## src/rtl/core/fagr_pkg.sv

```systemverilog
package fagr_pkg;

   localparam int Width = 32;

   typedef logic [Width-1:0] word_type;

   typedef enum logic [2:0] {
      ACT_LOAD = 3'd0,
      ACT_ADD  = 3'd1,
      ACT_SUB  = 3'd2,
      ACT_MUL  = 3'd3,
      ACT_DIV  = 3'd4
   } action_type;

   typedef enum logic [3:0] {
      ST_IDLE,
      ST_MUL1,
      ST_MUL2,
      ST_MUL3,
      ST_ADD,
      ST_GCD_START,
      ST_GCD_DIV,
      ST_GCD_STEP,
      ST_QN_START,
      ST_QN_DIV,
      ST_QD_START,
      ST_QD_DIV,
      ST_DONE
   } state_type;

   // Magnitude of a two's complement word.
   function automatic word_type mag(input word_type x);
      begin
         mag = x[Width-1] ? (~x + 1'b1) : x;
      end
   endfunction

endpackage

```

## src/rtl/core/fraction_accumulator_gcd_reduce.sv

```systemverilog
// Fraction accumulator with gcd reduction.
// The req_ channel carries one item: an action code (load, add, subtract,
// multiply, divide) and a signed operand fraction. The rsp_ channel returns
// exactly one result per item: the new accumulator numerator and denominator,
// an overflow flag and a flag for an unreducible zero over zero.
// Items are handled one at a time. req_stall is high from the transfer of an
// item until its result has been taken. Cross products go through one shared
// 32 by 32 multiplier, one product a cycle (up to three). The Euclidean gcd and
// the two final quotients use one shared restoring divider that retires one
// quotient bit a cycle. The quotients are divided out only when the gcd is
// neither 0 nor 1; a load or an unused code goes straight to the result.
// The gcd takes up to about 46 remainder steps for 32-bit operands. After
// a result transfer the block returns to idle, where it takes the next item.
// While the result waits under rsp_stall the result registers hold and no
// new item is taken. Reset clears the accumulator to 0/1 and empties the block.
module fraction_accumulator_gcd_reduce
   import fagr_pkg::*;
(
   input  logic              clock,
   input  logic              reset,
   input  logic              req_valid,
   output logic              req_stall,
   input  logic [2:0]        req_action,
   input  logic signed [Width-1:0] req_operand_num,
   input  logic signed [Width-1:0] req_operand_den,
   output logic              rsp_valid,
   input  logic              rsp_stall,
   output logic signed [Width-1:0] rsp_result_num,
   output logic signed [Width-1:0] rsp_result_den,
   output logic              rsp_overflow,
   output logic              rsp_zero_gcd
);

   localparam int CntW = $clog2(Width + 1);

   state_type state_ff, state_in;
   word_type acc_num_ff, acc_num_in, acc_den_ff, acc_den_in;
   logic [2:0] act_ff, act_in;
   word_type on_ff, on_in, od_ff, od_in;
   word_type p1_ff, p1_in, num_ff, num_in, den_ff, den_in;
   word_type ga_ff, ga_in, gb_ff, gb_in, gcd_ff, gcd_in;
   logic ov_ff, ov_in, zg_ff, zg_in;
   // Divider state.
   word_type dq_ff, dq_in, dr_ff, dr_in, dd_ff, dd_in;
   logic dneg_ff, dneg_in, dsa_ff, dsa_in;
   logic [CntW-1:0] dcnt_ff, dcnt_in;

   // Shared multiplier operands and result.
   word_type ma, mb, mprod;
   logic mov;
   logic [2*Width-1:0] mfull;
   logic mneg;
   word_type sum;
   logic [Width:0] rtrial;
   word_type rnext;
   word_type qmag;

   // Shared signed multiplier with wraparound and overflow detection.
   always_comb begin
      ma = '0;
      mb = '0;
      case (state_ff)
         ST_MUL1: begin
            if (act_ff == ACT_MUL) begin
               ma = acc_num_ff;
               mb = on_ff;
            end else if (act_ff == ACT_DIV) begin
               ma = acc_num_ff;
               mb = od_ff;
            end else begin
               ma = od_ff;
               mb = acc_num_ff;
            end
         end
         ST_MUL2: begin
            ma = acc_den_ff;
            mb = (act_ff == ACT_DIV) ? on_ff : od_ff;
         end
         ST_MUL3: begin
            ma = acc_den_ff;
            mb = on_ff;
         end
         default: begin
            ma = '0;
            mb = '0;
         end
      endcase
      mfull = mag(ma) * mag(mb);
      mneg  = ma[Width-1] ^ mb[Width-1];
      // The signed product wraps to the low half, negated if the signs differ.
      mprod = mneg ? (~mfull[Width-1:0] + 1'b1) : mfull[Width-1:0];
      if (mneg) begin
         mov = (mfull > {{Width{1'b0}}, 1'b1, {(Width-1){1'b0}}});
      end else begin
         mov = (mfull > {{(Width+1){1'b0}}, {(Width-1){1'b1}}});
      end
   end

   assign sum = p1_ff + num_ff;

   // One restoring step of the shared divider on magnitudes.
   assign rtrial = {dr_ff, dq_ff[Width-1]} - {1'b0, dd_ff};
   assign rnext  = rtrial[Width] ? {dr_ff[Width-2:0], dq_ff[Width-1]} : rtrial[Width-1:0];
   assign qmag   = dq_ff;

   always_comb begin
      state_in   = state_ff;
      acc_num_in = acc_num_ff;
      acc_den_in = acc_den_ff;
      act_in     = act_ff;
      on_in      = on_ff;
      od_in      = od_ff;
      p1_in      = p1_ff;
      num_in     = num_ff;
      den_in     = den_ff;
      ga_in      = ga_ff;
      gb_in      = gb_ff;
      gcd_in     = gcd_ff;
      ov_in      = ov_ff;
      zg_in      = zg_ff;
      dq_in      = dq_ff;
      dr_in      = dr_ff;
      dd_in      = dd_ff;
      dneg_in    = dneg_ff;
      dsa_in     = dsa_ff;
      dcnt_in    = dcnt_ff;
      case (state_ff)
         ST_IDLE: begin
            if (req_valid) begin
               act_in = req_action;
               on_in  = req_operand_num;
               od_in  = req_operand_den;
               ov_in  = 1'b0;
               zg_in  = 1'b0;
               num_in = acc_num_ff;
               den_in = acc_den_ff;
               case (req_action)
                  ACT_LOAD: begin
                     num_in   = req_operand_num;
                     den_in   = req_operand_den;
                     state_in = ST_DONE;
                  end
                  ACT_SUB: begin
                     // Negation of the most negative value wraps to itself.
                     on_in    = ~req_operand_num + 1'b1;
                     ov_in    = (req_operand_num == {1'b1, {(Width-1){1'b0}}});
                     state_in = ST_MUL1;
                  end
                  ACT_ADD, ACT_MUL, ACT_DIV: state_in = ST_MUL1;
                  default: state_in = ST_DONE;
               endcase
            end
         end
         ST_MUL1: begin
            ov_in = ov_ff | mov;
            if (act_ff == ACT_ADD || act_ff == ACT_SUB) begin
               p1_in = mprod;
            end else begin
               num_in = mprod;
            end
            state_in = ST_MUL2;
         end
         ST_MUL2: begin
            ov_in  = ov_ff | mov;
            den_in = mprod;
            state_in = (act_ff == ACT_ADD || act_ff == ACT_SUB) ? ST_MUL3 : ST_GCD_START;
         end
         ST_MUL3: begin
            ov_in    = ov_ff | mov;
            num_in   = mprod;
            state_in = ST_ADD;
         end
         ST_ADD: begin
            // Sum of the two cross products with signed overflow check.
            num_in = sum;
            if (p1_ff[Width-1] == num_ff[Width-1] && sum[Width-1] != p1_ff[Width-1]) begin
               ov_in = 1'b1;
            end
            state_in = ST_GCD_START;
         end
         ST_GCD_START: begin
            ga_in    = num_ff;
            gb_in    = den_ff;
            state_in = ST_GCD_STEP;
         end
         ST_GCD_STEP: begin
            // Euclid loop: stop when the second operand is zero.
            if (gb_ff == '0) begin
               gcd_in = ga_ff;
               if (ga_ff == '0) begin
                  zg_in    = 1'b1;
                  state_in = ST_DONE;
               end else if (ga_ff == {{(Width-1){1'b0}}, 1'b1}) begin
                  state_in = ST_DONE;
               end else begin
                  state_in = ST_QN_START;
               end
            end else begin
               dq_in    = mag(ga_ff);
               dr_in    = '0;
               dd_in    = mag(gb_ff);
               dsa_in   = ga_ff[Width-1];
               dcnt_in  = CntW'(Width);
               state_in = ST_GCD_DIV;
            end
         end
         ST_GCD_DIV: begin
            if (dcnt_ff == '0) begin
               // Remainder takes the sign of the dividend.
               ga_in    = gb_ff;
               gb_in    = dsa_ff ? (~dr_ff + 1'b1) : dr_ff;
               state_in = ST_GCD_STEP;
            end else begin
               dr_in   = rnext;
               dq_in   = {dq_ff[Width-2:0], ~rtrial[Width]};
               dcnt_in = dcnt_ff - 1'b1;
            end
         end
         ST_QN_START, ST_QD_START: begin
            dq_in    = mag((state_ff == ST_QN_START) ? num_ff : den_ff);
            dr_in    = '0;
            dd_in    = mag(gcd_ff);
            dneg_in  = ((state_ff == ST_QN_START) ? num_ff[Width-1] : den_ff[Width-1])
                       ^ gcd_ff[Width-1];
            dcnt_in  = CntW'(Width);
            state_in = (state_ff == ST_QN_START) ? ST_QN_DIV : ST_QD_DIV;
         end
         ST_QN_DIV, ST_QD_DIV: begin
            if (dcnt_ff == '0) begin
               // Quotient sign and overflow of a positive result past the range.
               if (!dneg_ff && qmag[Width-1]) begin
                  ov_in = 1'b1;
               end
               if (state_ff == ST_QN_DIV) begin
                  num_in   = dneg_ff ? (~qmag + 1'b1) : qmag;
                  state_in = ST_QD_START;
               end else begin
                  den_in   = dneg_ff ? (~qmag + 1'b1) : qmag;
                  state_in = ST_DONE;
               end
            end else begin
               dr_in   = rnext;
               dq_in   = {dq_ff[Width-2:0], ~rtrial[Width]};
               dcnt_in = dcnt_ff - 1'b1;
            end
         end
         ST_DONE: begin
            acc_num_in = num_ff;
            acc_den_in = den_ff;
            if (!rsp_stall) begin
               state_in = ST_IDLE;
            end
         end
         default: state_in = ST_IDLE;
      endcase
   end

   // Control and accumulator registers.
   always_ff @(posedge clock) begin
      if (reset) begin
         state_ff   <= ST_IDLE;
         acc_num_ff <= '0;
         acc_den_ff <= {{(Width-1){1'b0}}, 1'b1};
      end else begin
         state_ff   <= state_in;
         acc_num_ff <= acc_num_in;
         acc_den_ff <= acc_den_in;
      end
   end

   // Datapath registers.
   always_ff @(posedge clock) begin
      act_ff  <= act_in;
      on_ff   <= on_in;
      od_ff   <= od_in;
      p1_ff   <= p1_in;
      num_ff  <= num_in;
      den_ff  <= den_in;
      ga_ff   <= ga_in;
      gb_ff   <= gb_in;
      gcd_ff  <= gcd_in;
      ov_ff   <= ov_in;
      zg_ff   <= zg_in;
      dq_ff   <= dq_in;
      dr_ff   <= dr_in;
      dd_ff   <= dd_in;
      dneg_ff <= dneg_in;
      dsa_ff  <= dsa_in;
      dcnt_ff <= dcnt_in;
   end

   assign req_stall      = (state_ff != ST_IDLE);
   assign rsp_valid      = (state_ff == ST_DONE);
   assign rsp_result_num = num_ff;
   assign rsp_result_den = den_ff;
   assign rsp_overflow   = ov_ff;
   assign rsp_zero_gcd   = zg_ff;

   // A result is only offered while no new item can be taken.
   assert property (@(posedge clock) disable iff (reset) rsp_valid |-> req_stall)
      else $error("result offered while input open");

   // The zero gcd flag implies an all-zero fraction.
   assert property (@(posedge clock) disable iff (reset)
      rsp_valid && rsp_zero_gcd |-> (num_ff == '0 && den_ff == '0))
      else $error("zero gcd flag on nonzero fraction");

   // A transfer of an item always starts work on the next cycle.
   assert property (@(posedge clock) disable iff (reset)
      req_valid && !req_stall |=> state_ff != ST_IDLE)
      else $error("accepted item dropped");

   // A stalled result stays on the channel.
   assert property (@(posedge clock) disable iff (reset)
      rsp_valid && rsp_stall |=> rsp_valid && $stable(rsp_result_num))
      else $error("stalled result changed");

endmodule

```

## config.mk

```make
export PLATFORM = sky130hd
export DESIGN_NAME = fraction_accumulator_gcd_reduce
export DESIGN_NICKNAME = d
export VERILOG_FILES = /design/src/rtl/core/fagr_pkg.sv /design/src/rtl/core/fraction_accumulator_gcd_reduce.sv
export SDC_FILE = /design/constraint.sdc
export NUM_CORES = 2
export LEC_CHECK = 0
export BUFFER_PORTS_ARGS = -buffer_cell sky130_fd_sc_hd__buf_2
export CELL_PAD_IN_SITES_DETAIL_PLACEMENT = 0
export CELL_PAD_IN_SITES_GLOBAL_PLACEMENT = 2
export CORE_MARGIN = 3
export CORE_UTILIZATION = 45
export DETAILED_ROUTE_END_ITERATION = 16
export PLACE_DENSITY_LB_ADDON = 0.08
export SYNTH_ARGS = -nofsm -noshare
export SYNTH_HDL_FRONTEND = slang
export SYNTH_SLANG_ARGS = --single-unit
```

## constraint.sdc

```tcl
create_clock -name clock -period 31.9 [get_ports clock]
set_clock_uncertainty 0.1 [all_clocks]
set_input_delay 6.38 -clock clock [delete_from_list [all_inputs] [get_ports clock]]
set_output_delay 6.38 -clock clock [all_outputs]
set_load 0.02 [all_outputs]
```

==> results.toml <==
[outcome]
status = "finished clean"

[floorplan]
die_h_microns = 378.6
dieArea_sq_um = 143400
start_util = 0.4539
num_io_pins = 139
die_w_microns = 378.6
rows = 136
core_sq_um = 137700

[setup_path]
max_stage_delay_ns = 0.99
worst_setup_path_end_kind = "flip-flop"
criticalPathCategory = "flip-flop to flip-flop"
crit_fanout = 63
crit_path_top_delay_cell = "nor3b_1"
start_kind = "flip-flop"
required_ns = 32.12
cp-startpoint = "act_ff[0]"
cp.arrival_ns = 14.94
r2r-start = "act_ff[0]"
crit_path_frequent_cell = "fa_1"

[clock_network]
clk_latency_ns = 0.61
cts_buffers = 47
hold_buffers = 0
cts_tree = "done"
clockBufferDepth = 3
post_cts_resized = 0
cts_max_level = 2
cts_root_buffer = "clkbuf_16"
clk_pin_slew_ns = 0.06
post_cts_buffers = 0
clkSinkCount = 433

[routing]
num_vias = 53510
drtPass1Iterations = 8
wl_met2_microns = 104400
wl_met1_microns = 116100
wl_per_cell_microns = 29.02
drc = 0
ant_nets = 0
viasPerCell = 5.980
top_layer = "met4"
drtIter0Drc = 6126
met3_length_microns = 29150
routed_wirelength_microns = 259700

[logic_synthesis]
postSynthAreaPerCell_sq_um = 8.827
synthArstFlopShare = 0
ys_ff_latch = 433
netlist_instances = 7079
synth_seq_area_share = 0.1972
yosysWarnings = 0
synth-edff-count = 365
synthFlopType = "edfxtp_1"
yosysUniqueCellTypes = 98
synth.cell_area_sq_um = 62490
synth_fp_nets = 8386

[cells_and_area]
syn_to_final_growth_pct = 8.594
utilization = 0.4929
fin_area_sq_um = 67860
most-common-layout-cells = "nand2_1, inv_1, fa_1"
final_common_cell = "nand2_1"
drive_gt1_frac = 0.08535
nNetsFinal = 8416

[grt]
antenna_found_initial = 9
grt_usage = 0.3629
grt_start_max_net_pins = 69
grt_pass1_vias = 52090
grt_pass1_wl_microns = 374800
grt_overflow = 0

[worst_hold_path]
worstHoldStart = "acc_den_ff[30]"
hp-class = "flip-flop to flip-flop"

[timing]
slew_headroom = 0.05256
rsz0062_at_grt = "false"
hold_viol = 0
slew_violations = 0
setup_viol = 0
timing.final.crit_share = 0.4617
tightest_slew_ns = 1.385
setup_tns_ns = 0
post-route-min-period_ns = 14.73
fmax_mhz = 67.90

[placed_design]
dp_hpwl_microns = 202900
place.gp.congestion = 0.9769
place_area_sq_um = 66230
portBuffers = 138

[power_and_ir_drop]
totalPowerFinal_w = 0.005645
ir_drop_mv = 0.1490
p_leak_nw = 29.81
p_per_area_nw_per_um2 = 83.19

[flow_run]
cap_viol_max_count = 0
## where the power goes
part	internal, W	leakage, nW	total [W]	switching, W
logic	0.00120	25.1	0.00396	0.00276
registers	0.000846	3.97	0.00110	0.000252
clock network	0.000334	0.782	0.000586	0.000251
total	0.00238	29.8	0.00564	0.00327
## critical path: cells and delay by family, from the launching register on
kind | cells | cell delay, ns
mux | 2 | 0.62
xor+xnor | 2 | 1.18
fa+ha+maj | 10 | 4.64
simple gates | 13 | 3.99
compound gates | 7 | 1.88
buf+inv | 10 | 1.49
flops | 1 | 0.46
## layout make-up
| cell class | instances | area (sq um) |
|---|---|---|
| fill | 13370 | 69810 |
| multi-input combinational | 5312 | 45800 |
| sequential | 433 | 12320 |
| inverter | 978 | 3671 |
| tap | 1794 | 2245 |
| timing repair buffer | 337 | 2185 |
| clock buffer | 63 | 1361 |
| clock inverter | 24 | 251.5 |
| antenna | 7 | 17.52 |
## synthesized netlist by cell type (13+ instances only)
cell type / number / share of area
fa_1: 898 / 0.29
or2_2: 15 / 0.0015
a221o_1: 13 / 0.0021
a21o_1: 65 / 0.0078
buf_1: 16 / 0.00096
dfxtp_1: 68 / 0.022
mux2i_1: 125 / 0.020
o41ai_1: 25 / 0.0035
nor2_1: 684 / 0.041
and2_1: 37 / 0.0037
a22oi_1: 24 / 0.0029
ha_1: 338 / 0.068
xor2_1: 197 / 0.028
clkbuf_1: 287 / 0.017
nand2b_1: 29 / 0.0029
o21a_1: 32 / 0.0038
a211oi_1: 33 / 0.0040
nand4_1: 44 / 0.0044
xnor2_1: 244 / 0.034
nand2_1: 1183 / 0.071
a21oi_1: 388 / 0.031
and3_1: 31 / 0.0031
a222oi_1: 35 / 0.0056
edfxtp_1: 365 / 0.18
nor4_1: 28 / 0.0028
or4_1: 32 / 0.0038
nor3_1: 74 / 0.0059
o21ai_0: 260 / 0.021
inv_1: 977 / 0.059
buf_2: 41 / 0.0033
mux2_2: 38 / 0.0068
o211ai_1: 18 / 0.0022
o31ai_1: 56 / 0.0067
nor2b_1: 17 / 0.0017
a31oi_1: 52 / 0.0052
nand3_1: 52 / 0.0042
or3_1: 41 / 0.0041
## kinds of logic after synthesis
group | after synthesis | share of synthesized area
AO/OA/AOI/OAI | 1142 | 0.1159
adder cells (fa/ha/maj) | 1236 | 0.3554
XOR/XNOR | 448 | 0.06382
flip-flops | 433 | 0.1972
buffers and inverters | 1334 | 0.08198
multiplexers | 163 | 0.02687
AND/OR/NAND/NOR | 2323 | 0.1589
## registers in the layout, indices dropped and copies added (netlist names), 4 cells and up
register,cells
acc_den_ff,32
dq_ff,32
p1_ff,32
gb_ff,32
gcd_ff,32
dd_ff,32
on_ff,32
acc_num_ff,32
state_ff,4
rsp_result_num,32
od_ff,32
dr_ff,32
dcnt_ff,6
ga_ff,32
rsp_result_den,32
## stage by stage
step | setup slack (ns) | instances | hold WS (ns)
finish | 17.17 | 8948 | 0.3976
global route | 16.78 | 8941 | 0.4295
CTS | 17.60 | 8941 | 0.4011
detailed placement | 17.69 | 8854 | 0.3909
global placement | 17.73 | 8854 | 0.3818
floorplan | 20.12 | 7079 | 0.3430
## worst paths after layout
path                                      endpoint  cells after the start  slack (ns)
worst max-delay path            rsp_result_num[26]                     44       17.17
worst min-delay path                acc_den_ff[30]                      2        0.40
worst max register to register  rsp_result_num[26]                     44       17.17
worst min register to register      acc_den_ff[30]                      2        0.40
## routing by layer
metal / track usage / up-vias
met5: 0 / -
met4: 0.1163 / 0
met3: 0.09473 / 386
met2: 0.5001 / 2818
met1: 0.5500 / 27150
li1: - / 23160
Note: power is estimated with default switching activity, not from simulation.
